<file path="src/design/cca_pkg.sv">
// ----------------------------------------------------------------------------
// Clock calendar package
// Item types, field codes and the month length table shared by the clock
// calendar modules.
// ----------------------------------------------------------------------------
`default_nettype none

package cca_pkg;

   localparam logic       OP_TICK     = 1'b0;
   localparam logic       OP_BUTTON   = 1'b1;

   localparam logic [2:0] TARGET_HOUR   = 3'd0;
   localparam logic [2:0] TARGET_MINUTE = 3'd1;
   localparam logic [2:0] TARGET_DAY    = 3'd2;
   localparam logic [2:0] TARGET_MONTH  = 3'd3;
   localparam logic [2:0] TARGET_YEAR   = 3'd4;

   localparam logic [5:0]  SECOND_MAX = 6'd59;
   localparam logic [5:0]  MINUTE_MAX = 6'd59;
   localparam logic [4:0]  HOUR_MAX   = 5'd23;
   localparam logic [3:0]  MONTH_MAX  = 4'd12;
   localparam logic [13:0] YEAR_MAX   = 14'd9999;

   localparam logic [5:0]  RESET_SECOND       = 6'd0;
   localparam logic [5:0]  RESET_MINUTE       = 6'd0;
   localparam logic [4:0]  RESET_HOUR         = 5'd0;
   localparam logic [4:0]  RESET_DAY          = 5'd1;
   localparam logic [3:0]  RESET_MONTH        = 4'd7;
   localparam logic [13:0] RESET_YEAR         = 14'd2021;
   localparam logic [4:0]  RESET_ALARM_HOUR   = 5'd0;
   localparam logic [5:0]  RESET_ALARM_MINUTE = 6'd1;

   typedef struct packed {
      logic       operation;
      logic [2:0] target;
      logic       up;
      logic       alarm_switch;
   } req_item_type;

   typedef struct packed {
      logic [5:0]  second;
      logic [5:0]  minute;
      logic [4:0]  hour;
      logic [4:0]  day;
      logic [3:0]  month;
      logic [13:0] year;
      logic [4:0]  alarm_hour;
      logic [5:0]  alarm_minute;
      logic        buzzer;
      logic        alarm_blink;
   } rsp_item_type;

   typedef struct packed {
      logic [5:0]  second;
      logic [5:0]  minute;
      logic [4:0]  hour;
      logic [4:0]  day;
      logic [3:0]  month;
      logic [13:0] year;
      logic [4:0]  alarm_hour;
      logic [5:0]  alarm_minute;
   } clock_state_type;

   function automatic logic [4:0] month_length(input logic [3:0] month,
                                               input logic [13:0] year);
      logic [4:0] len;
      case (month)
         4'd2:                     len = (year[1:0] == 2'b00) ? 5'd29 : 5'd28;
         4'd4, 4'd6, 4'd9, 4'd11:  len = 5'd30;
         default:                  len = 5'd31;
      endcase
      return len;
   endfunction

endpackage

`default_nettype wire

</file>
<file path="src/design/clock_calendar_with_alarm_top.sv">
// ----------------------------------------------------------------------------
// Clock calendar with alarm
// Real-time clock and calendar with an alarm, driven by tick and button items.
// An accepted item's result is registered. Throughput: one item per cycle
// while req_stall is low, set by the combinational state update; a
// two-entry output buffer lets an item enter while a result still waits.
// Reset: synchronous; clock and alarm return to their start values and the
// output buffer empties.
// ----------------------------------------------------------------------------
`default_nettype none

module clock_calendar_with_alarm_top (
   input  wire                   clock,
   input  wire                   reset,
   input  wire                   req_valid,
   output logic                  req_stall,
   input  cca_pkg::req_item_type req_item,
   output logic                  rsp_valid,
   input  wire                   rsp_stall,
   output cca_pkg::rsp_item_type rsp_item
);

   cca_pkg::clock_state_type state_ff;
   cca_pkg::clock_state_type state_in;
   cca_pkg::rsp_item_type    result;
   cca_pkg::rsp_item_type    main_ff;
   cca_pkg::rsp_item_type    skid_ff;
   logic                     main_valid_ff;
   logic                     skid_valid_ff;
   logic                     accept;
   logic                     take;

   cca_update u_update (
      .cur_state  (state_ff),
      .item       (req_item),
      .next_state (state_in),
      .result     (result)
   );

   assign req_stall = skid_valid_ff;
   assign accept    = req_valid && !skid_valid_ff;
   assign take      = main_valid_ff && !rsp_stall;
   assign rsp_valid = main_valid_ff;
   assign rsp_item  = main_ff;

   always_ff @(posedge clock) begin
      if (reset) begin
         state_ff.second       <= cca_pkg::RESET_SECOND;
         state_ff.minute       <= cca_pkg::RESET_MINUTE;
         state_ff.hour         <= cca_pkg::RESET_HOUR;
         state_ff.day          <= cca_pkg::RESET_DAY;
         state_ff.month        <= cca_pkg::RESET_MONTH;
         state_ff.year         <= cca_pkg::RESET_YEAR;
         state_ff.alarm_hour   <= cca_pkg::RESET_ALARM_HOUR;
         state_ff.alarm_minute <= cca_pkg::RESET_ALARM_MINUTE;
      end else if (accept) begin
         state_ff <= state_in;
      end
   end

   always_ff @(posedge clock) begin
      if (reset) begin
         main_valid_ff <= 1'b0;
         skid_valid_ff <= 1'b0;
      end else if (skid_valid_ff) begin
         if (take) begin
            skid_valid_ff <= 1'b0;
         end
      end else if (accept) begin
         if (!main_valid_ff || take) begin
            main_valid_ff <= 1'b1;
         end else begin
            skid_valid_ff <= 1'b1;
         end
      end else if (take) begin
         main_valid_ff <= 1'b0;
      end
   end

   always_ff @(posedge clock) begin
      if (skid_valid_ff) begin
         if (take) begin
            main_ff <= skid_ff;
         end
      end else if (accept) begin
         if (!main_valid_ff || take) begin
            main_ff <= result;
         end else begin
            skid_ff <= result;
         end
      end
   end

endmodule

`default_nettype wire

</file>
<file path="src/design/cca_update.sv">
// ----------------------------------------------------------------------------
// Clock calendar update
// Works out the next clock, calendar and alarm state for one item and the
// result item that shows it.
// ----------------------------------------------------------------------------
`default_nettype none

module cca_update (
   input  cca_pkg::clock_state_type cur_state,
   input  cca_pkg::req_item_type    item,
   output cca_pkg::clock_state_type next_state,
   output cca_pkg::rsp_item_type    result
);

   logic [4:0] len;
   logic       buzz;

   assign len = cca_pkg::month_length(cur_state.month, cur_state.year);

   always_comb begin
      next_state = cur_state;
      if (item.operation == cca_pkg::OP_TICK) begin
         if (cur_state.second < cca_pkg::SECOND_MAX) begin
            next_state.second = cur_state.second + 6'd1;
         end else begin
            next_state.second = 6'd0;
            if (cur_state.minute < cca_pkg::MINUTE_MAX) begin
               next_state.minute = cur_state.minute + 6'd1;
            end else begin
               next_state.minute = 6'd0;
               if (cur_state.hour < cca_pkg::HOUR_MAX) begin
                  next_state.hour = cur_state.hour + 5'd1;
               end else begin
                  next_state.hour = 5'd0;
                  if (cur_state.day < len) begin
                     next_state.day = cur_state.day + 5'd1;
                  end else begin
                     next_state.day = 5'd1;
                     if (cur_state.month < cca_pkg::MONTH_MAX) begin
                        next_state.month = cur_state.month + 4'd1;
                     end else begin
                        next_state.month = 4'd1;
                        next_state.year  = (cur_state.year >= cca_pkg::YEAR_MAX) ?
                                           14'd0 : cur_state.year + 14'd1;
                     end
                  end
               end
            end
         end
      end else begin
         unique case (item.target)
            cca_pkg::TARGET_HOUR: begin
               if (item.alarm_switch) begin
                  if (item.up) begin
                     next_state.alarm_hour = (cur_state.alarm_hour >= cca_pkg::HOUR_MAX) ?
                                             5'd0 : cur_state.alarm_hour + 5'd1;
                  end else begin
                     next_state.alarm_hour = (cur_state.alarm_hour == 5'd0) ?
                                             cca_pkg::HOUR_MAX : cur_state.alarm_hour - 5'd1;
                  end
               end else begin
                  if (item.up) begin
                     next_state.hour = (cur_state.hour >= cca_pkg::HOUR_MAX) ?
                                       5'd0 : cur_state.hour + 5'd1;
                  end else begin
                     next_state.hour = (cur_state.hour == 5'd0) ?
                                       cca_pkg::HOUR_MAX : cur_state.hour - 5'd1;
                  end
                  next_state.second = 6'd0;
               end
            end
            cca_pkg::TARGET_MINUTE: begin
               if (item.alarm_switch) begin
                  if (item.up) begin
                     next_state.alarm_minute =
                        (cur_state.alarm_minute >= cca_pkg::MINUTE_MAX) ?
                        6'd0 : cur_state.alarm_minute + 6'd1;
                  end else begin
                     next_state.alarm_minute = (cur_state.alarm_minute == 6'd0) ?
                        cca_pkg::MINUTE_MAX : cur_state.alarm_minute - 6'd1;
                  end
               end else begin
                  if (item.up) begin
                     next_state.minute = (cur_state.minute >= cca_pkg::MINUTE_MAX) ?
                                         6'd0 : cur_state.minute + 6'd1;
                  end else begin
                     next_state.minute = (cur_state.minute == 6'd0) ?
                                         cca_pkg::MINUTE_MAX : cur_state.minute - 6'd1;
                  end
                  next_state.second = 6'd0;
               end
            end
            cca_pkg::TARGET_DAY: begin
               if (item.up) begin
                  next_state.day = (cur_state.day >= len) ? 5'd1 : cur_state.day + 5'd1;
               end else begin
                  next_state.day = (cur_state.day > 5'd1) ? cur_state.day - 5'd1 : len;
               end
            end
            cca_pkg::TARGET_MONTH: begin
               if (item.up) begin
                  next_state.month = (cur_state.month >= cca_pkg::MONTH_MAX) ?
                                     4'd1 : cur_state.month + 4'd1;
               end else begin
                  next_state.month = (cur_state.month <= 4'd1) ?
                                     cca_pkg::MONTH_MAX : cur_state.month - 4'd1;
               end
               next_state.day = 5'd1;
            end
            cca_pkg::TARGET_YEAR: begin
               if (item.up) begin
                  next_state.year = (cur_state.year >= cca_pkg::YEAR_MAX) ?
                                    14'd0 : cur_state.year + 14'd1;
               end else begin
                  next_state.year = (cur_state.year == 14'd0) ?
                                    cca_pkg::YEAR_MAX : cur_state.year - 14'd1;
               end
            end
            default: begin
            end
         endcase
      end
   end

   assign buzz = item.alarm_switch
              && (next_state.hour == next_state.alarm_hour)
              && (next_state.minute == next_state.alarm_minute);

   always_comb begin
      result.second       = next_state.second;
      result.minute       = next_state.minute;
      result.hour         = next_state.hour;
      result.day          = next_state.day;
      result.month        = next_state.month;
      result.year         = next_state.year;
      result.alarm_hour   = next_state.alarm_hour;
      result.alarm_minute = next_state.alarm_minute;
      result.buzzer       = buzz;
      result.alarm_blink  = buzz && !next_state.second[0];
   end

endmodule

`default_nettype wire
</file>
<file path="config.mk">
export PLATFORM = sky130hd
export DESIGN_NAME = clock_calendar_with_alarm_top
export DESIGN_NICKNAME = d
export VERILOG_FILES = /design/src/design/cca_pkg.sv /design/src/design/clock_calendar_with_alarm_top.sv /design/src/design/cca_update.sv
export SDC_FILE = /design/constraint.sdc
export NUM_CORES = 1
export LEC_CHECK = 0
export ABC_AREA = 0
export BUFFER_PORTS_ARGS = -buffer_cell sky130_fd_sc_hd__buf_2
export CAP_MARGIN = 20
export CORE_MARGIN = 8
export CORE_UTILIZATION = 50
export CTS_BUF_LIST = sky130_fd_sc_hd__clkbuf_2
export CTS_CLUSTER_DIAMETER = 120
export DETAILED_ROUTE_END_ITERATION = 7
export GPL_ROUTABILITY_DRIVEN = 0
export PLACE_DENSITY = 0.69
export SLEW_MARGIN = 25
export SYNTH_ARGS = -nofsm -noshare
export SYNTH_HDL_FRONTEND = slang
export SYNTH_HIERARCHICAL = 1
export SYNTH_SLANG_ARGS = --single-unit
</file>
<file path="constraint.sdc">
create_clock -name clock -period 5.75 [get_ports clock]
set_clock_uncertainty 0.15 [all_clocks]
set_input_delay 1.15 -clock clock [delete_from_list [all_inputs] [get_ports clock]]
set_output_delay 1.15 -clock clock [all_outputs]
set_load 0.1 [all_outputs]
</file>
==> results of run 1 <==
-- area by class of cell --
| cell class | instances | area (um2) |
|---|---|---|
| fill | 1907 | 10150 |
| multi-input combinational | 792 | 5410 |
| sequential | 159 | 4248 |
| timing repair buffer | 78 | 425.4 |
| tap | 275 | 344.1 |
| clock inverter | 15 | 162.7 |
| inverter | 34 | 127.6 |
| clock buffer | 17 | 85.08 |
| antenna | 1 | 2.502 |
-- power by group through the flow --
stage          Sequential (mW)  Clock, mW  Combinational (mW)
2_1_floorplan             1.55          0               0.267
3_3_place_gp              1.35          0               0.540
3_5_place_dp              1.35          0               0.546
4_1_cts                   1.33      0.641               0.548
5_1_grt                   1.33      0.680               0.580
6_report                  1.33      0.627               0.550
-- synthesized netlist by cell type, types with 5 or more instances --
library cell  count
edfxtp_1        106
nor2_1           82
a21oi_1          65
clkbuf_1         65
buf_4            55
o21ai_0          54
dfxtp_1          53
mux2_1           53
nand2_1          48
o21ai_1          48
nand2b_1         47
nand3_1          47
nand4bb_1        38
inv_1            34
nor3_1           33
ha_1             23
mux2i_1          21
nor2b_1          17
xnor2_1          17
a221oi_1         15
o211ai_1         14
and3_1           13
a31oi_1          12
buf_2            11
buf_6            11
a211oi_1          9
a21o_1            9
xor2_1            8
nand4_1           6
o21bai_1          6
a41oi_1           5
nor4_1            5
o22ai_1           5
o31ai_1           5
or3_1             5
-- through the flow --
| stage | utilization, % | setup slack (ns) |
|---|---|---|
| floorplan | - | 0.9661 |
| global placement | 50.35 | 1.823 |
| detailed placement | 50.35 | 1.749 |
| CTS | 51.53 | 1.762 |
| global route | 51.56 | 1.368 |
| finish | 51.56 | 1.749 |
-- layer usage --
layer / up-vias / GRT usage (%) / part of all wire [%]
li1: 4053 / - / -
met1: 4075 / 27.94 / 48
met2: 404 / 29.14 / 43
met3: 31 / 3.037 / 7.9
met4: 2 / 4.798 / 1.1
met5: - / 0 / 0.039
-- path summary, 6_finish.rpt --
kind,start,endpoint,slack (ns),cells past startpoint
worst min register to register,state_ff[46]$_SDFFE_PP0P_,state_ff[46]$_SDFFE_PP0P_,0.38,2
worst min-delay path,state_ff[46]$_SDFFE_PP0P_,state_ff[46]$_SDFFE_PP0P_,0.38,2
worst max-delay path,state_ff[25]$_SDFFE_PP1P_,rsp_item[18]$_DFFE_PP_,1.75,16
worst max register to register,state_ff[25]$_SDFFE_PP1P_,rsp_item[18]$_DFFE_PP_,1.75,16
-- flip-flops by register name, summed over array words and instances (netlist names) --
signal	count
skid_ff	53
rsp_valid	1
req_stall	1
rsp_item	53
state_ff	51
-- cells by family after synthesis --
kind of cell             after synthesis  share of synthesized area, %
AO/OA/AOI/OAI                        295                         17.66
XOR/XNOR                              25                         2.063
adder cells (fa/ha/maj)               23                         2.711
buffers and inverters                180                         9.217
flip-flops                           159                         39.98
multiplexers                          76                         7.815
AND/OR/NAND/NOR                      373                         20.56
-- placed cells by master, fill, tap and decap left out, types with 6 or more instances in the layout --
| cell type | n |
|---|---|
| mux2_1 | 53 |
| a31oi_1 | 12 |
| mux2i_1 | 21 |
| a221oi_1 | 15 |
| buf_4 | 14 |
| o21bai_1 | 6 |
| xor2_1 | 8 |
| nor2b_1 | 16 |
| clkbuf_2 | 17 |
| nand3_1 | 47 |
| a21oi_1 | 65 |
| nand2_1 | 48 |
| and3_1 | 12 |
| buf_2 | 64 |
| nor2_1 | 82 |
| nor3_1 | 33 |
| inv_1 | 34 |
| o21ai_0 | 53 |
| dfxtp_1 | 52 |
| ha_1 | 23 |
| nand4bb_1 | 38 |
| edfxtp_1 | 106 |
| a211oi_1 | 9 |
| a21o_1 | 9 |
| nand4_1 | 6 |
| o21ai_1 | 48 |
| xnor2_1 | 17 |
| o211ai_1 | 14 |
| nand2b_1 | 47 |
-- critical path: cells and delay by family (launching register included) --
| family | cells | cell delay (ns) |
|---|---|---|
| AO/OA/AOI/OAI | 5 | 1.19 |
| adder cells (fa/ha/maj) | 2 | 0.50 |
| buffers and inverters | 2 | 0.47 |
| flip-flops | 1 | 0.55 |
| multiplexers | 1 | 0.33 |
| AND/OR/NAND/NOR | 6 | 0.60 |
==> impl_metrics.sql, run 1 <==
INSERT INTO impl_metrics (metric_group, metric, value, unit) VALUES
('sta', 'maxSlewHeadroom', '38.71', '%'),
('logic_synthesis', 'post_synth.cell_area_avg', '9.386', 'um2'),
('logic_synthesis', 'netlist-cell-type-count', '80', ''),
('floorplanning', 'fp.dieH', '161.7', 'um'),
('pwr', 'p_total', '2.502', 'mW'),
('pwr', 'static-leakage-power', '3.826', 'nW'),
('worst_setup_path', 'cp.required', '6.15', 'ns'),
('pwr', 'part_of_the_total_power_dissipated_in_the_clock_network', '25.1', '%'),
('clock_tree', 'cts_post_setup_buffers_inserted', '0', ''),
('logic_synthesis', 'synthCells', '1131', ''),
('sta', 'min_period', '4.001', 'ns'),
('clock_tree', 'tritoncts', 'done', ''),
('global_routing', 'globalRoute.totalOverflow', '0', ''),
('sta', 'post-route-period-util', '69.57', '%'),
('clock_tree', 'ctsResizeCount', '0', ''),
('route', 'wire_per_inst', '18.79', 'um'),
('route', 'drt-vias-per-instance', '6.247', ''),
('sta', 'worstMarginPinSlew', '0.9193', 'ns'),
('worst_setup_path', 'crit_path_start_kind', 'flip-flop', ''),
('worst_setup_path', 'setup.worst_path.class', 'flip-flop to flip-flop', ''),
('pwr', 'irDropWorstVdd', '128.7', 'uV'),
('floorplanning', 'design.die.area', '26150', 'um2'),
('pwr', 'power.share.switching', '37.89', '%'),
('placement', 'instance_area_at_placement', '10550', 'um2'),
('worst_setup_path', 'worst_ep_arrival_time', '4.40', 'ns'),
('finish', 'post_layout_nonfiller_instances', '1371', ''),
('finish', 'area_growth_syn_to_layout', '1.792', '%'),
('floorplanning', 'fp.dieW', '161.7', 'um'),
('job', 'timing.max_cap.violations', '0', ''),
('clock_tree', 'clock_tree.htree_level_count', '4', ''),
('logic_synthesis', 'synth_seq_cells', '159', ''),
('floorplanning', 'floorplan.initialDensity', '50.66', '%'),
('status', 'run_status', 'completed', ''),
('logic_synthesis', 'synth.top_cells.by_area', 'edfxtp_1, dfxtp_1, mux2_1', ''),
('worst_setup_path', 'cp_slowest_stage_delay', '0.55', 'ns'),
('clock_tree', 'cts.root.buffer_cell', 'clkbuf_2', ''),
('clock_tree', 'cts_buffers', '17', ''),
('finish', 'post_layout_instance_area', '10810', 'um2'),
('logic_synthesis', 'synth_top_cell_by_area', 'edfxtp_1', ''),
('floorplanning', 'boundaryPins', '65', ''),
('route', 'via_count', '8565', ''),
('worst_setup_path', 'path_cells', 'inv_1 > ha_1 > nand2_1 > nand2_1 > o21ai_0 > ha_1 > nor2b_1 > o21bai_1 > nor3_2 > nand3_1 > buf_4 > nor4_1 > o21bai_1 > a221oi_1 > a21oi_1 > mux2_1', ''),
('sta', 'fin_setup_tns', '0', 'ns'),
('floorplanning', 'core_area', '20960', 'um2'),
('global_routing', 'grt_start_max_net_pins', '105', ''),
('logic_synthesis', 'ys_warn_count', '6', ''),
('finish', 'nets', '1115', ''),
('logic_synthesis', 'netlist.area_leader.share', '29.99', '%'),
('logic_synthesis', 'syn_nets', '1164', ''),
('worst_setup_path', 'worstSetupEndpointType', 'flip-flop', ''),
('clock_tree', 'cts.sinks', '159', ''),
('sta', 'report.final.slew_viol_count', '0', ''),
('logic_synthesis', 'synth_edf_count', '106', ''),
('hold_path', 'worst_hold_path_type', 'flip-flop to flip-flop', ''),
('route', 'drt_pre_antenna_iters', '6', ''),
('pwr', 'share_seq_of_total_power', '53.0', '%'),
('sta', 'final_hold_viol_count', '0', ''),
('logic_synthesis', 'mappedNetlistArea', '10620', 'um2'),
('sta', 'finalHoldWorstSlack', '0.3754', 'ns'),
('placement', 'hpwl', '16820', 'um'),
('sta', 'finalSetupViolCount', '0', ''),
('sta', 'clock.fmax', '0.2500', 'GHz'),
('global_routing', 'global_route_wire_length_before_repair', '41110', 'um'),
('placement', 'post-place-cells', '1338', ''),
('logic_synthesis', 'postSynth.asyncResetShare', '0', '%'),
('pwr', 'internal_power', '1.554', 'mW'),
('clock_tree', 'cts.path.max_buffers', '2', ''),
('pwr', 'p_comb_share', '22.0', '%'),
('clock_tree', 'ctsHoldBuffers', '0', ''),
('global_routing', 'first_global_vias', '7566', ''),
('floorplanning', 'rows', '53', '');
Power figures use the tool's default switching activity.
==> inputs of run 2 (changes only) <==
- clock period: 5.75 -> 4 ns (I/O delays scaled with it)
==> run 2 against run 1 <==
Compared with the run above: die area is the same; wire length grew 2.6%; final area grew 1.2%; sequential share of layout area shrank 0.47 points; first-iteration DRC count grew 13%; via count grew 1.1%.
==> impl_metrics.sql, run 2 (same netlist as run 1, synthesis figures left out) <==
INSERT INTO impl_metrics (metric_group, metric, value, unit) VALUES
('floorplanning', 'rows', '53', ''),
('global_routing', 'grt_start_max_net_pins', '67', ''),
('placement', 'buffer_ports.inserted', '64', ''),
('clock_tree', 'cts.sinks', '159', ''),
('clock_tree', 'cts_post_setup_buffers_inserted', '0', ''),
('pwr', 'p_total', '3.617', 'mW'),
('global_routing', 'globalRoute.totalOverflow', '0', ''),
('worst_setup_path', 'timing.critical_path.slowest_stage_cell', 'dfxtp_1', ''),
('clock_tree', 'clock_tree.htree_level_count', '4', ''),
('route', 'detail_route.iter0.violations', '1048', ''),
('clock_tree', 'cts.path.max_buffers', '2', ''),
('global_routing', 'grt.busiest_layer', 'met1', ''),
('worst_setup_path', 'cp_slowest_stage_delay', '0.48', 'ns'),
('global_routing', 'global_route.usage.met3', '3.898', '%'),
('sta', 'min_period', '3.705', 'ns'),
('sta', 'final_hold_viol_count', '0', ''),
('sta', 'post-route-period-util', '92.64', '%'),
('floorplanning', 'boundaryPins', '65', ''),
('floorplanning', 'design.die.area', '26150', 'um2'),
('finish', 'layout_commonest_cell', 'edfxtp_1', ''),
('worst_setup_path', 'critical-path-top-delay-family', 'compound AO/OA/AOI/OAI gates', ''),
('pwr', 'internal_power', '2.244', 'mW'),
('floorplanning', 'fp.dieW', '161.7', 'um'),
('route', 'via_count', '8656', ''),
('global_routing', 'first_global_vias', '7608', ''),
('global_routing', 'global_route_wire_length_before_repair', '42230', 'um'),
('global_routing', 'global_route.usage.met2', '28.28', '%'),
('sta', 'worstMarginPinSlew', '0.7755', 'ns'),
('pwr', 'irDropWorstVdd', '149.3', 'uV'),
('worst_setup_path', 'critical_path_buf_inv_count', '2', ''),
('worst_setup_path', 'worstSetupEndpointType', 'flip-flop', ''),
('global_routing', 'grt_util_all_layers', '19.77', '%'),
('pwr', 'power.share.switching', '37.95', '%'),
('finish', 'area_growth_syn_to_layout', '3.052', '%'),
('hold_path', 'worst_hold_path_type', 'input port to flip-flop', ''),
('sta', 'clock.fmax', '0.2699', 'GHz'),
('clock_tree', 'clock_insertion_delay_worst_skew', '0.76', 'ns'),
('route', 'drt_pre_antenna_iters', '6', ''),
('global_routing', 'globalRouteMet1Util', '29.35', '%'),
('clock_tree', 'tritoncts', 'done', ''),
('worst_setup_path', 'setup.worst_path.class', 'flip-flop to flip-flop', ''),
('floorplanning', 'fp.dieH', '161.7', 'um'),
('sta', 'fin_setup_tns', '0', 'ns'),
('sta', 'finalHoldWorstSlack', '0.2501', 'ns'),
('pwr', 'share_seq_of_total_power', '52.7', '%'),
('placement', 'hpwl', '17680', 'um'),
('sta', 'maxSlewHeadroom', '48.30', '%'),
('route', 'drt-vias-per-instance', '6.241', ''),
('sta', 'finalSetupViolCount', '0', ''),
('clock_tree', 'cts.reportedPaths.clkPinSlew', '0.26', 'ns'),
('sta', 'report.final.slew_viol_count', '0', ''),
('worst_setup_path', 'path_max_fanout', '26', ''),
('route', 'drc', '0', ''),
('finish', 'layout_common_cells', 'edfxtp_1, nor2_1, a21oi_1', ''),
('route', 'wire_per_inst', '19.05', 'um'),
('pwr', 'static-leakage-power', '3.907', 'nW'),
('pwr', 'p_comb_share', '22.2', '%'),
('worst_setup_path', 'worst_ep_arrival_time', '4.08', 'ns'),
('job', 'timing.max_cap.violations', '0', ''),
('pwr', 'part_of_the_total_power_dissipated_in_the_clock_network', '25.1', '%'),
('sta', 'rsz0062_at_grt', 'no', ''),
('clock_tree', 'cts.root.buffer_cell', 'clkbuf_2', ''),
('pwr', 'net-switching-power', '1.373', 'mW'),
('floorplanning', 'floorplan.initialDensity', '50.66', '%'),
('route', 'routed_wl', '26420', 'um'),
('status', 'run_status', 'completed', ''),
('finish', 'drive_above_1_share', '13.14', '%'),
('clock_tree', 'ctsHoldBuffers', '0', ''),
('worst_setup_path', 'cp.required', '4.37', 'ns'),
('finish', 'nets', '1131', ''),
('worst_setup_path', 'path_cells', 'inv_1 > ha_1 > nand2_1 > nand2_1 > o21ai_0 > ha_1 > nor2b_1 > o21bai_1 > nor3_2 > nand3_1 > buf_6 > nor4_1 > o21bai_1 > a221oi_1 > a21oi_1 > mux2_1', ''),
('route', 'drtAntennaViolNets', '0', ''),
('pwr', 'cellPowerDensity', '330.6', 'nW/um2'),
('global_routing', 'grt_antenna_before_repair', '4', ''),
('clock_tree', 'cts_buffers', '17', ''),
('worst_setup_path', 'crit_path_start_kind', 'flip-flop', ''),
('floorplanning', 'core_area', '20960', 'um2');
-- run 2: changes by cell type in the layout (fill, tap and decap cells not counted) --
cell	change
dfxtp_2	+1
clkinv_4	-1
buf_6	+1
dfxtp_1	-1
buf_4	+14
o21ai_2	-1
o21ai_1	+1
buf_12	+1
inv_6	+1
-- run 2: layout make-up --
class,count,area (um2)
clock inverters,15,162.7
multi-input cells,792,5406
fillers,1894,10020
repair buffers,94,561.8
diodes,1,2.502
clock buffers,17,85.08
flip-flops and latches,159,4249
well taps,275,344.1
inverters,34,127.6
-- run 2: metrics by stage --
| stage | util [%] | std cells | setup slack [ns] | area, um2 |
|---|---|---|---|---|
| after floorplan | - | 1131 | 0.3563 | 10620 |
| after global placement | 50.99 | 1354 | 0.4191 | 10680 |
| after detailed placement | 50.99 | 1354 | 0.2400 | 10680 |
| after CTS | 52.17 | 1386 | 0.2051 | 10930 |
| after global routing | 52.20 | 1387 | 0.02280 | 10940 |
| final | 52.20 | 1387 | 0.2946 | 10940 |
-- run 2: tightest hold or removal path: stages --
cell and delay (ns):
buf_2 0.13, nor2b_1 0.14, nor3_2 0.06
-- run 2: power by group through the flow --
stage	Clock [mW]	Combinational (mW)	Sequential, mW
finish	0.908	0.803	1.91
global route	0.983	0.851	1.92
CTS	0.934	0.799	1.91
detailed placement	0	0.796	1.94
global placement	0	0.791	1.94
floorplan	0	0.384	2.23
-- run 2: layer usage --
layer,vias to the layer above,share of wire [%]
li1,4083,-
met1,4127,48
met4,6,1.5
met3,41,8.5
met2,399,42
met5,-,0.13
-- run 2: final timing paths --
path                             start                   endpoint  slack [ns]  cells past startpoint
min                          rsp_stall       req_stall$_SDFF_PP0_        0.25                      3
max reg2reg  state_ff[26]$_SDFFE_PP1P_     rsp_item[18]$_DFFE_PP_        0.29                     16
min reg2reg  state_ff[46]$_SDFFE_PP0P_  state_ff[46]$_SDFFE_PP0P_        0.38                      2
max          state_ff[26]$_SDFFE_PP1P_     rsp_item[18]$_DFFE_PP_        0.29                     16
-- run 2: timing repair --
| action | in CTS | in global routing |
|---|---|---|
| setup endpoints to repair | 0 | 4 |
| endpoints found under the hold margin | 0 | 0 |
| resized for setup | 0 | 2 |
==> inputs of run 3 (changes only) <==
- REMOVE_ABC_BUFFERS: default -> 1
- clock period: 4 -> 4.2 ns (I/O delays scaled with it)
==> run 3 against run 2 <==
Compared with the run above: global-route usage decreased by 1.1 points; final area decreased by 0.51%; cell count decreased by 0.58%; register-to-register slack improved by 0.16 ns; combinational power decreased by 7.2%; first-iteration DRC count decreased by 15%; highest routed layer unchanged; clock power increased by 0.9%; non-clock buffer count decreased by 9; via count decreased by 2.0%; wire length decreased by 6.5%.
==> impl_metrics.sql, run 3 (same netlist as run 1, synthesis figures left out) <==
INSERT INTO impl_metrics (metric_group, metric, value, unit) VALUES
('floorplanning', 'rows', '53', ''),
('route', 'wire_per_inst', '17.91', 'um'),
('global_routing', 'globalRoute.totalOverflow', '0', ''),
('job', 'timing.max_cap.violations', '0', ''),
('global_routing', 'grt_antenna_before_repair', '3', ''),
('placement', 'hpwl', '16200', 'um'),
('worst_setup_path', 'critical-path-top-delay-family', 'simple AND/OR/NAND/NOR gates', ''),
('pwr', 'net-switching-power', '1.198', 'mW'),
('worst_setup_path', 'timing.critical_path.slowest_stage_cell', 'dfxtp_1', ''),
('sta', 'worstMarginPinSlew', '0.8853', 'ns'),
('sta', 'min_period', '3.743', 'ns'),
('finish', 'drive_above_1_share', '12.34', '%'),
('floorplanning', 'design.die.area', '26150', 'um2'),
('worst_setup_path', 'timing.critical_path.from', 'state_ff[11]$_SDFFE_PP1P_', ''),
('route', 'drt_pre_antenna_iters', '5', ''),
('worst_setup_path', 'crit_path_start_kind', 'flip-flop', ''),
('clock_tree', 'clock_tree.htree_level_count', '4', ''),
('placement', 'buffer_ports.inserted', '64', ''),
('worst_setup_path', 'setup.worst_path.class', 'flip-flop to flip-flop', ''),
('status', 'run_status', 'completed', ''),
('finish', 'layout_common_cells', 'edfxtp_1, nor2_1, a21oi_1', ''),
('floorplanning', 'fp.dieW', '161.7', 'um'),
('clock_tree', 'cts_buffers', '17', ''),
('hold_path', 'holdCritStartpoint', 'rsp_stall', ''),
('sta', 'post-route-period-util', '89.13', '%'),
('finish', 'final_core_util', '51.93', '%'),
('hold_path', 'worst_hold_path_type', 'input port to flip-flop', ''),
('clock_tree', 'cts.root.buffer_cell', 'clkbuf_2', ''),
('pwr', 'share_seq_of_total_power', '52.1', '%'),
('clock_tree', 'ctsHoldBuffers', '0', ''),
('route', 'top_layer_used', 'met5', ''),
('worst_setup_path', 'path_max_fanout', '26', ''),
('clock_tree', 'cts_post_setup_buffers_inserted', '0', ''),
('placement', 'detailedPlace.worstSlack', '0.5361', 'ns'),
('global_routing', 'grt_util_all_layers', '18.64', '%'),
('pwr', 'irDropWorstVdd', '196.0', 'uV'),
('route', 'drc', '0', ''),
('clock_tree', 'cts.path.max_buffers', '2', ''),
('sta', 'final_hold_viol_count', '0', ''),
('sta', 'fin_setup_tns', '0', 'ns'),
('finish', 'post_layout_nonfiller_instances', '1379', ''),
('floorplanning', 'core_area', '20960', 'um2'),
('pwr', 'part_of_the_total_power_dissipated_in_the_clock_network', '26.4', '%'),
('sta', 'rsz0062_at_grt', 'no', ''),
('global_routing', 'first_global_vias', '7715', ''),
('worst_setup_path', 'cp_slowest_stage_delay', '0.60', 'ns'),
('worst_setup_path', 'worstSetupEndpointType', 'flip-flop', ''),
('route', 'detail_route.iter0.violations', '886', ''),
('floorplanning', 'floorplan.initialDensity', '50.66', '%'),
('route', 'met3_wirelength', '1466', 'um'),
('sta', 'fin_ws', '0.4567', 'ns'),
('clock_tree', 'ctsResizeCount', '0', ''),
('clock_tree', 'tritoncts', 'done', ''),
('sta', 'clock.fmax', '0.2671', 'GHz'),
('pwr', 'p_comb_share', '21.5', '%'),
('sta', 'report.final.slew_viol_count', '0', ''),
('route', 'via_count', '8486', ''),
('floorplanning', 'boundaryPins', '65', ''),
('clock_tree', 'cts.sinks', '159', ''),
('pwr', 'static-leakage-power', '3.872', 'nW'),
('global_routing', 'grt_start_max_net_pins', '105', ''),
('worst_setup_path', 'worst_ep_arrival_time', '4.23', 'ns'),
('finish', 'nets', '1122', ''),
('placement', 'post-place-cells', '1345', ''),
('finish', 'layout_commonest_cell', 'edfxtp_1', ''),
('finish', 'area_growth_syn_to_layout', '2.522', '%'),
('clock_tree', 'clock_insertion_delay_worst_skew', '0.76', 'ns'),
('sta', 'finalSetupViolCount', '0', ''),
('route', 'routed_wl', '24690', 'um'),
('floorplanning', 'fp.dieH', '161.7', 'um'),
('worst_setup_path', 'cp.required', '4.69', 'ns'),
('pwr', 'cellPowerDensity', '318.9', 'nW/um2'),
('route', 'drt-vias-per-instance', '6.154', ''),
('worst_setup_path', 'critical_path_buf_inv_count', '3', ''),
('worst_setup_path', 'path_cells', 'inv_1 > ha_1 > inv_1 > o21ai_0 > nand2_1 > o21ai_0 > ha_1 > nor2b_1 > o21bai_1 > nor3_2 > nand3_1 > buf_4 > nor4_1 > o21bai_1 > a221oi_1 > a21oi_1 > mux2_1', ''),
('route', 'drtAntennaViolNets', '0', ''),
('global_routing', 'global_route_wire_length_before_repair', '40130', 'um'),
('route', 'wl_met1', '11120', 'um'),
('pwr', 'power.share.switching', '34.52', '%'),
('worst_setup_path', 'worst_r2r_startpoint', 'state_ff[11]$_SDFFE_PP1P_', ''),
('pwr', 'internal_power', '2.273', 'mW'),
('clock_tree', 'cts.reportedPaths.clkPinSlew', '0.23', 'ns'),
('sta', 'maxSlewHeadroom', '40.98', '%'),
('route', 'detailroute.wirelength.met2', '11600', 'um');
## run 3: changes by cell type in the layout (fill, tap and decap cells not counted), sizes merged
cell	previous run	this run
buf	94	85
inv	43	37
bufinv	0	3
clkbuf	17	19
clkinvlp	1	2
diode	1	2
## run 3: worst paths after layout
check	slack, ns	end	cells past startpoint
worst max-delay path	0.46	rsp_item[18]$_DFFE_PP_	17
worst min-delay path	0.25	rsp_valid$_SDFFE_PP0P_	3
worst max register to register	0.46	rsp_item[18]$_DFFE_PP_	17
worst min register to register	0.39	state_ff[46]$_SDFFE_PP0P_	2
## run 3: power groups by stage
| stage | Sequential [mW] | Clock, mW | Combinational (mW) |
|---|---|---|---|
| after detailed placement | 1.84 | 0 | 0.744 |
| after floorplan | 2.15 | 0 | 0.260 |
| after global placement | 1.84 | 0 | 0.738 |
| final | 1.81 | 0.916 | 0.745 |
| after global routing | 1.82 | 0.998 | 0.794 |
| after CTS | 1.81 | 0.944 | 0.747 |
## run 3: layer usage
metal / track usage [%] / vias up
met5: 0 / -
met4: 6.019 / 2
met3: 3.923 / 47
met2: 30.04 / 283
met1: 24.62 / 4090
li1: - / 4064
## run 3: layout make-up
class | instances | area, um2
clock inverters | 13 | 162.7
diodes | 2 | 5.005
inverters | 34 | 127.6
well taps | 275 | 344.1
flip-flops and latches | 159 | 4248
clock buffers | 19 | 95.09
fillers | 1935 | 10070
repair buffers | 85 | 490.5
multi-input cells | 792 | 5410
## run 3: worst reg2reg max path, delay by kind of cell (launching register included)
kind	cells	cell delay, ns
AO/OA/AOI/OAI	6	0.83
adder cells (fa/ha/maj)	2	0.46
buffers and inverters	3	0.43
flip-flops	1	0.60
multiplexers	1	0.18
AND/OR/NAND/NOR	5	0.98
## run 3: metrics by stage
step	hold WS, ns	area (um2)	total power [mW]
final	0.2522	10880	3.470
after global routing	0.1949	10880	3.613
after CTS	0.1565	10870	3.501
after detailed placement	0.3510	10620	2.586
after global placement	0.3410	10620	2.579
after floorplan	0.3215	9764	2.407
